## src/hdl/dtmf_tone_burst_generator_defines.svh

```systemverilog
// Assertion macros for the DTMF tone burst generator.
`ifndef DTMF_TONE_BURST_GENERATOR_DEFINES_SVH
`define DTMF_TONE_BURST_GENERATOR_DEFINES_SVH

// Same-cycle implication, sampled on clk, held off while rst_n is low.
`define DTMF_ASSERT_NOW(label, ante, cons, msg) \
    label: assert property (@(posedge clk) disable iff (!rst_n) (ante) |-> (cons)) \
        else $error(msg);

// Next-cycle implication, sampled on clk, held off while rst_n is low.
`define DTMF_ASSERT_NEXT(label, ante, cons, msg) \
    label: assert property (@(posedge clk) disable iff (!rst_n) (ante) |=> (cons)) \
        else $error(msg);

`endif

```

## src/hdl/dtmf_pkg.sv

```systemverilog
// Shared constants and types of the DTMF tone burst generator.
package dtmf_pkg;

    localparam int unsigned SAMPLE_RATE      = 44100;
    localparam int unsigned PHASE_BITS       = 32;
    localparam int unsigned SINE_TABLE_DEPTH = 256;
    localparam int unsigned TBL_BITS         = $clog2(SINE_TABLE_DEPTH);
    localparam int unsigned FRAC_BITS        = 16;
    localparam int unsigned FRAC_LSB         = PHASE_BITS - 2 - TBL_BITS - FRAC_BITS;
    localparam int unsigned ROM_BITS         = 15;
    localparam int unsigned MS_BITS          = 14;
    localparam int unsigned CNT_BITS         = 20;
    localparam int unsigned KEY_BITS         = 8;
    localparam int unsigned SAMPLE_BITS      = 16;
    localparam int unsigned CFG_INDEX_BITS   = 1;

    typedef logic [PHASE_BITS-1:0] phase_t;
    typedef logic [CNT_BITS-1:0]   count_t;
    typedef logic [MS_BITS-1:0]    ms_t;
    typedef logic [ROM_BITS-1:0]   rom_word_t;

    typedef enum logic [CFG_INDEX_BITS-1:0] {
        REG_TONE_MS = 1'b0,
        REG_GAP_MS  = 1'b1
    } cfg_reg_t;

    // Table lookup side information for one sine
    typedef struct packed {
        logic [1:0]           quad;
        logic                 lo0;
        logic [FRAC_BITS-1:0] frac;
    } tap_t;

    // Word in flight between the sequencer and the mixer
    typedef struct packed {
        logic valid;
        logic in_tone;
        logic burst_last;
        logic bad_key;
        tap_t row;
        tap_t col;
    } lane_t;

endpackage

```

## src/hdl/dtmf_seq.sv

```systemverilog
// Burst sequencer: key decode, sample counters, phase accumulators, table addressing.
module dtmf_seq (
    input  logic                                clk,
    input  logic                                rst_n,
    input  logic                                advance,
    input  logic                                in_valid,
    input  logic                                start_burst,
    input  logic [dtmf_pkg::KEY_BITS-1:0]       key_code,
    input  logic                                cfg_we,
    input  logic [dtmf_pkg::CFG_INDEX_BITS-1:0] cfg_index,
    input  dtmf_pkg::ms_t                       cfg_wdata,
    output logic [dtmf_pkg::TBL_BITS-1:0]       row_lo,
    output logic [dtmf_pkg::TBL_BITS-1:0]       col_lo,
    output dtmf_pkg::lane_t                     lane
);
    import dtmf_pkg::*;

    localparam int unsigned SrInt     = SAMPLE_RATE / 1000;
    localparam int unsigned SrRem     = SAMPLE_RATE % 1000;
    localparam int unsigned RecipShift = 32;
    localparam longint unsigned FracMul =
        64'(SrRem) * (((64'd1 << RecipShift) + 64'd999) / 64'd1000);
    localparam int unsigned WIDE      = MS_BITS + $clog2(SrInt + 1) + 1;
    localparam int unsigned PROD_BITS = MS_BITS + 42;
    localparam count_t CntMax         = {CNT_BITS{1'b1}};
    localparam count_t FramesReset    = count_t'(100 * SAMPLE_RATE / 1000);

    localparam logic [KEY_BITS-1:0] KEY_0 = "0";
    localparam logic [KEY_BITS-1:0] KEY_1 = "1";
    localparam logic [KEY_BITS-1:0] KEY_2 = "2";
    localparam logic [KEY_BITS-1:0] KEY_3 = "3";
    localparam logic [KEY_BITS-1:0] KEY_4 = "4";
    localparam logic [KEY_BITS-1:0] KEY_5 = "5";
    localparam logic [KEY_BITS-1:0] KEY_6 = "6";
    localparam logic [KEY_BITS-1:0] KEY_7 = "7";
    localparam logic [KEY_BITS-1:0] KEY_8 = "8";
    localparam logic [KEY_BITS-1:0] KEY_9 = "9";
    localparam logic [KEY_BITS-1:0] KEY_A = "A";
    localparam logic [KEY_BITS-1:0] KEY_B = "B";
    localparam logic [KEY_BITS-1:0] KEY_C = "C";
    localparam logic [KEY_BITS-1:0] KEY_D = "D";
    localparam logic [KEY_BITS-1:0] KEY_STAR = "*";
    localparam logic [KEY_BITS-1:0] KEY_HASH = "#";

    function automatic phase_t step_for(longint unsigned freq);
        return phase_t'(((freq << PHASE_BITS) + 64'(SAMPLE_RATE / 2)) / SAMPLE_RATE);
    endfunction

    localparam phase_t ROW_STEPS [0:3] = '{step_for(697), step_for(770),
                                           step_for(852), step_for(941)};
    localparam phase_t COL_STEPS [0:3] = '{step_for(1209), step_for(1336),
                                           step_for(1477), step_for(1633)};

    typedef struct packed {
        logic       known;
        logic [1:0] row;
        logic [1:0] col;
    } key_cell_t;

    function automatic key_cell_t key_decode(logic [KEY_BITS-1:0] code);
        key_cell_t pos;
        pos = '0;
        pos.known = 1'b1;
        unique case (code)
            KEY_1:    begin pos.row = 2'd0; pos.col = 2'd0; end
            KEY_2:    begin pos.row = 2'd0; pos.col = 2'd1; end
            KEY_3:    begin pos.row = 2'd0; pos.col = 2'd2; end
            KEY_A:    begin pos.row = 2'd0; pos.col = 2'd3; end
            KEY_4:    begin pos.row = 2'd1; pos.col = 2'd0; end
            KEY_5:    begin pos.row = 2'd1; pos.col = 2'd1; end
            KEY_6:    begin pos.row = 2'd1; pos.col = 2'd2; end
            KEY_B:    begin pos.row = 2'd1; pos.col = 2'd3; end
            KEY_7:    begin pos.row = 2'd2; pos.col = 2'd0; end
            KEY_8:    begin pos.row = 2'd2; pos.col = 2'd1; end
            KEY_9:    begin pos.row = 2'd2; pos.col = 2'd2; end
            KEY_C:    begin pos.row = 2'd2; pos.col = 2'd3; end
            KEY_STAR: begin pos.row = 2'd3; pos.col = 2'd0; end
            KEY_0:    begin pos.row = 2'd3; pos.col = 2'd1; end
            KEY_HASH: begin pos.row = 2'd3; pos.col = 2'd2; end
            KEY_D:    begin pos.row = 2'd3; pos.col = 2'd3; end
            default:  pos.known = 1'b0;
        endcase
        return pos;
    endfunction

    count_t tone_frames_reg;
    count_t gap_frames_reg;
    phase_t row_phase_reg, row_phase_next;
    phase_t col_phase_reg, col_phase_next;
    phase_t row_step_reg, col_step_reg;
    count_t tone_left_reg, tone_left_next;
    count_t gap_left_reg, gap_left_next;
    lane_t  lane_reg, lane_next;

    key_cell_t            pad;
    logic                 accept;
    logic                 good_start;
    logic                 bad_start;
    logic                 playing;
    logic                 gapping;
    count_t               tone_cur;
    count_t               gap_cur;
    phase_t               row_phase_cur, col_phase_cur;
    phase_t               row_step_cur, col_step_cur;
    logic [TBL_BITS-1:0]  row_k, col_k;
    logic [WIDE-1:0]      int_part;
    logic [PROD_BITS-1:0] frac_prod;
    logic [WIDE-1:0]      frames_wide;
    count_t               cfg_frames;

    // ms * rate / 1000 as an integer part plus a reciprocal multiply
    always_comb
    begin
        int_part    = WIDE'(cfg_wdata) * WIDE'(SrInt);
        frac_prod   = PROD_BITS'(cfg_wdata) * PROD_BITS'(FracMul);
        frames_wide = int_part + WIDE'(frac_prod >> RecipShift);
        cfg_frames  = (frames_wide > WIDE'(CntMax)) ? CntMax : frames_wide[CNT_BITS-1:0];
    end

    always_comb
    begin
        accept     = in_valid && advance;
        pad        = key_decode(key_code);
        good_start = start_burst && pad.known;
        bad_start  = start_burst && !pad.known;

        // Apply the start first, then produce one sample
        if (good_start)
        begin
            tone_cur      = tone_frames_reg;
            gap_cur       = gap_frames_reg;
            row_phase_cur = '0;
            col_phase_cur = '0;
            row_step_cur  = ROW_STEPS[pad.row];
            col_step_cur  = COL_STEPS[pad.col];
        end
        else
        begin
            tone_cur      = bad_start ? '0 : tone_left_reg;
            gap_cur       = bad_start ? '0 : gap_left_reg;
            row_phase_cur = row_phase_reg;
            col_phase_cur = col_phase_reg;
            row_step_cur  = row_step_reg;
            col_step_cur  = col_step_reg;
        end

        playing = (tone_cur != '0);
        gapping = !playing && (gap_cur != '0);

        tone_left_next = playing ? tone_cur - count_t'(1) : tone_cur;
        gap_left_next  = gapping ? gap_cur - count_t'(1) : gap_cur;
        row_phase_next = playing ? row_phase_cur + row_step_cur : row_phase_cur;
        col_phase_next = playing ? col_phase_cur + col_step_cur : col_phase_cur;

        // Falling quadrants read the mirrored pair
        row_k  = row_phase_cur[PHASE_BITS-3 -: TBL_BITS];
        col_k  = col_phase_cur[PHASE_BITS-3 -: TBL_BITS];
        row_lo = row_phase_cur[PHASE_BITS-2] ? ~row_k : row_k;
        col_lo = col_phase_cur[PHASE_BITS-2] ? ~col_k : col_k;

        lane_next.valid      = in_valid;
        lane_next.in_tone    = playing;
        lane_next.burst_last = playing ? (tone_cur == count_t'(1) && gap_cur == '0)
                                       : (gapping && gap_cur == count_t'(1));
        lane_next.bad_key    = bad_start;
        lane_next.row.quad   = row_phase_cur[PHASE_BITS-1 -: 2];
        lane_next.row.lo0    = row_lo[0];
        lane_next.row.frac   = row_phase_cur[FRAC_LSB +: FRAC_BITS];
        lane_next.col.quad   = col_phase_cur[PHASE_BITS-1 -: 2];
        lane_next.col.lo0    = col_lo[0];
        lane_next.col.frac   = col_phase_cur[FRAC_LSB +: FRAC_BITS];
    end

    always_ff @(posedge clk or negedge rst_n)
    begin
        if (!rst_n)
        begin
            tone_frames_reg <= FramesReset;
            gap_frames_reg  <= FramesReset;
            row_phase_reg   <= '0;
            col_phase_reg   <= '0;
            row_step_reg    <= '0;
            col_step_reg    <= '0;
            tone_left_reg   <= '0;
            gap_left_reg    <= '0;
            lane_reg        <= '0;
        end
        else
        begin
            if (cfg_we)
            begin
                unique case (cfg_reg_t'(cfg_index))
                    REG_TONE_MS: tone_frames_reg <= cfg_frames;
                    REG_GAP_MS:  gap_frames_reg  <= cfg_frames;
                endcase
            end
            if (accept)
            begin
                row_phase_reg <= row_phase_next;
                col_phase_reg <= col_phase_next;
                row_step_reg  <= row_step_cur;
                col_step_reg  <= col_step_cur;
                tone_left_reg <= tone_left_next;
                gap_left_reg  <= gap_left_next;
            end
            if (advance)
                lane_reg <= lane_next;
        end
    end

    assign lane = lane_reg;

endmodule

```

## config.mk

```make
export PLATFORM = sky130hd
export DESIGN_NAME = dtmf_seq
export DESIGN_NICKNAME = d
export VERILOG_FILES = /design/src/hdl/dtmf_tone_burst_generator_defines.svh /design/src/hdl/dtmf_pkg.sv /design/src/hdl/dtmf_seq.sv
export SDC_FILE = /design/constraint.sdc
export NUM_CORES = 1
export LEC_CHECK = 0
export BUFFER_PORTS_ARGS = -buffer_cell sky130_fd_sc_hd__buf_4
export CORE_ASPECT_RATIO = 2
export CORE_MARGIN = 10
export CORE_UTILIZATION = 50
export DETAILED_ROUTE_END_ITERATION = 16
export HOLD_SLACK_MARGIN = 0.08
export PLACE_DENSITY = 0.67
export SYNTH_ARGS = -nofsm -noshare
export SYNTH_HDL_FRONTEND = slang
export SYNTH_SLANG_ARGS = --single-unit
```

## constraint.sdc

```tcl
create_clock -name clk -period 3.9 [get_ports clk]
set_clock_uncertainty 0.2 [all_clocks]
set_input_delay 0.585 -clock clk [delete_from_list [all_inputs] [get_ports clk]]
set_output_delay 0.585 -clock clk [all_outputs]
set_load 0.005 [all_outputs]
```

After elaboration in Yosys (flattened, before gate mapping)
Index checks and enable logic that the tools add are counted.
Cells by class
  bitwise logic cells: 5
  equal/unequal tests: 18
  mux-type cells: 24
  add/sub/neg operators: 5
  reduce and logical (&&, ||, !) cells: 14
  multipliers: 2
  order comparisons: 3
Operator list (number)
  $mux 32: 10
  $mux 20: 7
  $bmux 32 s2: 2
  $eq 8x6->1 const B: 12
  $add 32x32->32: 2
  $pmux 4 s15: 1
  $eq 20x1->1 const B: 2
  $reduce_bool 20->1: 2
  $sub 20x1->20 const B: 2
  $mul 14x24->38 const B: 1
  $eq 8x7->1 const B: 4
  $add 20x11->21: 1
  $gt 21x20->1 const B: 1
  $logic_not 20->1: 1
  $mul 14x4->18 const B: 1
  $mux 8: 2
  $not 8->8: 2
  $reduce_or 16->1: 1
  $ge 3x3->1 const B: 2
  $logic_and 1x1->1: 6
  $not 2->3: 2
  $reduce_and 2->1: 2
  $logic_not 1->1: 2
  $mux 1: 2
  $not 1->1: 1
Word-level totals
  output and inout port bits: 58
  flip-flop bits (word level): 250
  logic and storage cells: 89
  input port bits: 29

Depth between registers and ports, before layout
  word-level depth: 12
  depth in mapped cells: 34

Worst setup path after synthesis
No wires, ideal clock.
  path type: input to register
  start: input cfg_wdata[11]
  end: register tone_frames_reg[15]
  path slack: -4.387 ns
  arrival: 7.962 ns
  stages: 32
  setup time: 0.125 ns
  path through: fa_1 > fa_1 > fa_1 > inv_1 > fa_1 > inv_1 > fa_1 > inv_1 > fa_1 > inv_1 > ha_1 > a211o_1 > nor3_1 > o211ai_1 > nand3_1 > o211ai_1 > a31oi_1 > o21bai_1 > a21o_1 > a21oi_1 > xnor2_1 > ha_1 > o21ai_1 > o211a_1 > o31ai_4 > o21ai_1 > or4_4 > a222oi_1 > a21boi_2 > xor2_1 > nand2b_1 > mux2_2
On the way
  longest elaborated chain between the ends: 4
  elaborated cells between the ends (all ways): 5
  classes of those cells: add/sub (1); mul (2); order compare (1); mux (1)
Ends and longest elaborated chain
  start, declared: RTL line dtmf_seq.sv:11  | input dtmf_pkg::ms_t cfg_wdata,
  $mul 14x24->38 / $mul 14x4->18 (equally long branches): RTL line dtmf_seq.sv:115, dtmf_seq.sv:114
  $add 20x11->21 (*): RTL line dtmf_seq.sv:116  | frames_wide = int_part + WIDE'(frac_prod >> RecipShift);
  $gt 21x20->1: RTL line dtmf_seq.sv:117  | cfg_frames = (frames_wide > WIDE'(CntMax)) ? CntMax : frames_wide[CNT_BITS-1:0];
  $mux 20 (*): RTL line dtmf_seq.sv:117
  end signal, assigned: RTL line dtmf_seq.sv:178  | tone_frames_reg <= FramesReset;
  end signal, assigned: RTL line dtmf_seq.sv:193  | REG_TONE_MS: tone_frames_reg <= cfg_frames;
  end, declared: RTL line dtmf_seq.sv:86  | count_t tone_frames_reg;
Every way passes the cells marked *; elsewhere a longest branch is shown, timed or not.
A chain may end at the register's enable or synchronous reset.

Worst setup path after layout
Ends and elaborated chain as after synthesis.

==> results.md <==
Worst hold path:
- The class of the tightest hold or removal check is flip-flop to flip-flop.

STA:
- The slew at the pin with the worst max-slew slack is about 1.1 ns.
- The hold violation total from the final report is 0.
- Setup slack on the critical path of the routed design comes to -4.24 ns.
- Setup violations remaining at the end of the flow were counted as 80.
- Of the available clock period, the critical path in the final layout requires 2.09.
- After routing, the total negative slack on setup checks comes to -164.36 ns.
- The routed design could run at a clock period as short as slightly above 8 ns.
- Setup repair after global routing could not meet its margin everywhere.
- For this run, the top clock speed supported by timing is about 0.12 GHz.
- The number of pins exceeding their max-slew limit in the final report is 0.
- In this run the tightest slew margin relative to its limit is 0.290.

Yosys:
- Of the total synthesized cell area, the portion taken by full adders, half adders and majority gates is 0.217.
- The number of enable flip-flop cells after synthesis is 0.
- For this run, the register share of the synthesized area comes to 0.290.
- The netlist uses slightly below 100 different library cells.
- The most repeated cell in the gate-level netlist after synthesis is sky130_fd_sc_hd__nand2_1.
- Counting instances in the post-synthesis netlist gives the leading cell types as sky130_fd_sc_hd__nand2_1 (273), sky130_fd_sc_hd__dfrtp_1 (238), sky130_fd_sc_hd__ha_1 (226).
- Synthesis produced ~2400 cells.
- By area the synthesized netlist is led by sky130_fd_sc_hd__dfrtp_1 (28%), sky130_fd_sc_hd__ha_1 (13%), sky130_fd_sc_hd__fa_1 (8.6%).
- The compound-gate portion of the synthesized area is 0.183.
- For this run, the leading register cell type out of synthesis is sky130_fd_sc_hd__dfrtp_1.
- The post-synthesis net count is ~2800.
- The synthesis warning total is 0.
- The largest total area in the synthesized netlist belongs to sky130_fd_sc_hd__dfrtp_1.
- The total of flip-flops plus latches after synthesis is 250.
- The async set-reset flop share out of synthesis is 1.00.
- Of the total synthesized cell area, the portion taken by XOR and XNOR cells is 0.0531.
- Of the total synthesized cell area, the portion taken by AND, OR, NAND and NOR gates is 0.171.
- Measured against the total synthesized area, the mux share comes to 0.0291.
- A synthesized cell averages 8.87 um2.
- The share of the synthesized area in the top cell type is 0.276.
- In this run the cell area of the synthesized design comes to between 20000 and 25000 um2.
- The largest family of logic cells by synthesized area is adder cells.

Finish:
- In the final design database the tool counted about 3400 nets.
- The register with the most flip-flops in the layout has 42 of them.
- The final instance count without filler cells is approximately 3600.
- For this run, the share of the core covered by cells in the final layout is 0.721.
- The layout cell share with drive strength beyond 1 is 0.376.
- The number of antenna diodes is 0.
- The signed area change from the synthesized netlist to the final layout is 42.6%.
- The area of all placed cells without fillers is a little over 30000 um2.

GRT:
- The largest net degree at the start of global routing is 87.
- The first global-routing pass estimated ~110000 um of wire.
- The number of global-route vias before repair is between 20000 and 25000.
- Across every metal layer, demand over resource in global routing totals 0.267.
- Summed over all layers, the global routing overflow is 0.
- The initial antenna violation count is 0.

Route:
- The ratio of routed vias to standard cells is approximately 5.7.
- The total number of vias is between 20000 and 25000.
- Before antenna repair, the detailed router went through 5 iterations.
- After detailed routing, the average wire length per cell comes to between 20 and 25 um.
- The count of nets left with antenna violations once routing finished came out at 0.
- The detailed router finished its first iteration with around 1000 violations.
- After detailed routing, the number of remaining DRC violations is 0.
- Wires add up to 74100 um.

Clocking:
- In this run the clock root is driven by a sky130_fd_sc_hd__clkbuf_16.
- The maximum level of the CTS H-tree is 1.
- The clock sink count is 250.
- The clock passes through at most 3 buffers.
- The clock latency reported for the late side of the worst-skew pair is ~0.56 ns.
- TritonCTS created 25 clock buffers.
- The clock tree from TritonCTS is yes.
- The clock-pin slew on the worst setup and hold paths is roughly 0.060 ns.

Floorplan:
- The chip height is 314 um.
- The area of the die is between 50000 and 60000 um2.
- The floorplan die width is about 170 um.
- The floorplan step defined a core boundary enclosing roughly 43000 um2.
- The top-level I/O count is between 80 and 90.
- The number of rows in the core area is 107.
- The initial core utilization is 0.506.

Placement:
- The cell area after placement is ~27000 um2.
- During placement, the flow inserted port buffers numbering 86.
- Timing analysis after detailed placement gives a worst setup slack of -4.92 ns.
- The HPWL after detailed placement is roughly 55000 um.
- The number of placed instances with taps included is 3493.
- At the end of routability-driven placement, the weighted congestion stood at 0.968.

Status:
- The flow ran to the end, but the final reports show violations.
- The checks that failed: negative setup slack.

Setup path:
- The cell with the largest stage delay on the worst path is sky130_fd_sc_hd__fa_2.
- The path type of the worst setup path is input port to flip-flop.
- The required time of the critical path is ~4 ns.
- The biggest fanout along the worst timing path is 3.
- The worst setup path is launched from an input port.
- For this run, the slowest stage of the critical path takes between 0.5 and 0.6 ns.
- Counting stages on the worst path, the most repeated cell is sky130_fd_sc_hd__fa_1.
- STA classifies the critical path endpoint as a flip-flop.
- The worst endpoint data arrival time is 8.36 ns.

Pwr:
- The static leakage is between 10 and 15 nW.
- The worst-case IR drop observed on VDD is 0.812 mV.
- Dividing total power by cell area gives a power density of 748 nW/um2.

Job:
- The tool flagged a number of max-cap violations equal to 0.
final timing paths:
kind / startpoint / to / slack [ns] / depth (start not counted)
min reg2reg: row_step_reg[9]$_DFFE_PN0P_ / row_step_reg[9]$_DFFE_PN0P_ / 0.26 / 1
max: cfg_wdata[11] / tone_frames_reg[15]$_DFFE_PN0P_ / -4.24 / 34
min: row_step_reg[9]$_DFFE_PN0P_ / row_step_reg[9]$_DFFE_PN0P_ / 0.26 / 1
min in group asynchronous: rst_n / lane[4]$_DFFE_PN0P_ / 0.38 / 2
max in group asynchronous: rst_n / row_step_reg[9]$_DFFE_PN0P_ / 2.14 / 3
max reg2reg: gap_frames_reg[10]$_DFFE_PN0P_ / gap_left_reg[15]$_DFFE_PN0P_ / 0.33 / 13
power breakdown:
group	switching, W	internal (W)
Clock	0.00114	0.00166
Combinational	0.00784	0.00818
Sequential	0.000734	0.00348
Total	0.00972	0.0133
layout by cell type, fill, tap and decap left out, drive strengths merged, types with 18 or more instances in the layout:
master / synthesis / final
inv: 218 / 220
dfrtp: 238 / 238
mux2: 46 / 46
nor4: 20 / 20
and2: 92 / 92
a21oi: 130 / 130
nand2b: 35 / 35
xor2: 52 / 52
o21a: 38 / 38
o21ai: 187 / 187
a21o: 43 / 43
a31oi: 23 / 23
ha: 226 / 226
xnor2: 79 / 79
nand3: 31 / 32
nor2: 159 / 159
nand2: 273 / 273
buf: 26 / 690
fa: 93 / 93
clkbuf: 71 / 31
nor3: 43 / 43
o31ai: 18 / 18
what timing repair did:
action	4_1_cts	5_1_grt
hold buffers	2	0
hold endpoints to repair	60	0
endpoints found under the setup margin	85	89
setup buffers	57	60
resized for setup	209	196
gates cloned	4	1
pin swaps	135	179
worst max-delay path, delay by kind of cell:
kind | cells | cell delay, ns
AO/OA/AOI/OAI | 13 | 2.59
buffers and inverters | 6 | 0.43
multiplexers | 1 | 0.26
XOR/XNOR | 2 | 0.24
AND/OR/NAND/NOR | 4 | 0.81
adder cells (fa/ha/maj) | 8 | 3.41
area by class of cell:
| class | instances | area, um2 |
|---|---|---|
| clock inverter | 16 | 258 |
| inverter | 218 | 828 |
| timing repair buffer | 693 | 5710 |
| multi-input combinational | 1875 | 16400 |
| sequential | 250 | 6270 |
| clock buffer | 30 | 684 |
| fill | 3140 | 11900 |
| tap | 545 | 682 |
through the flow:
| step | hold slack (ns) | power (W) |
|---|---|---|
| after detailed placement | 0.245 | 0.0175 |
| after floorplan | 0.0894 | 0.0118 |
| after global placement | 0.243 | 0.0170 |
| final | 0.257 | 0.0230 |
| after global routing | 0.271 | 0.0248 |
| after CTS | 0.261 | 0.0214 |
metal layers:
metal	GRT usage	routed length, um
met1	0.233	23500
met2	0.537	42300
met3	0.0237	2000
met4	0.204	6360
met5	0	0
logic make-up after synthesis:
| family | after synthesis |
|---|---|
| muxes | 57 |
| adders and majority gates | 319 |
| xor gates and xnor gates | 131 |
| AOI/OAI and AO/OA | 610 |
| buffers and inverters | 315 |
| DFF | 250 |
| and+or+nand+nor | 756 |
Power figures use the tool's default switching activity.
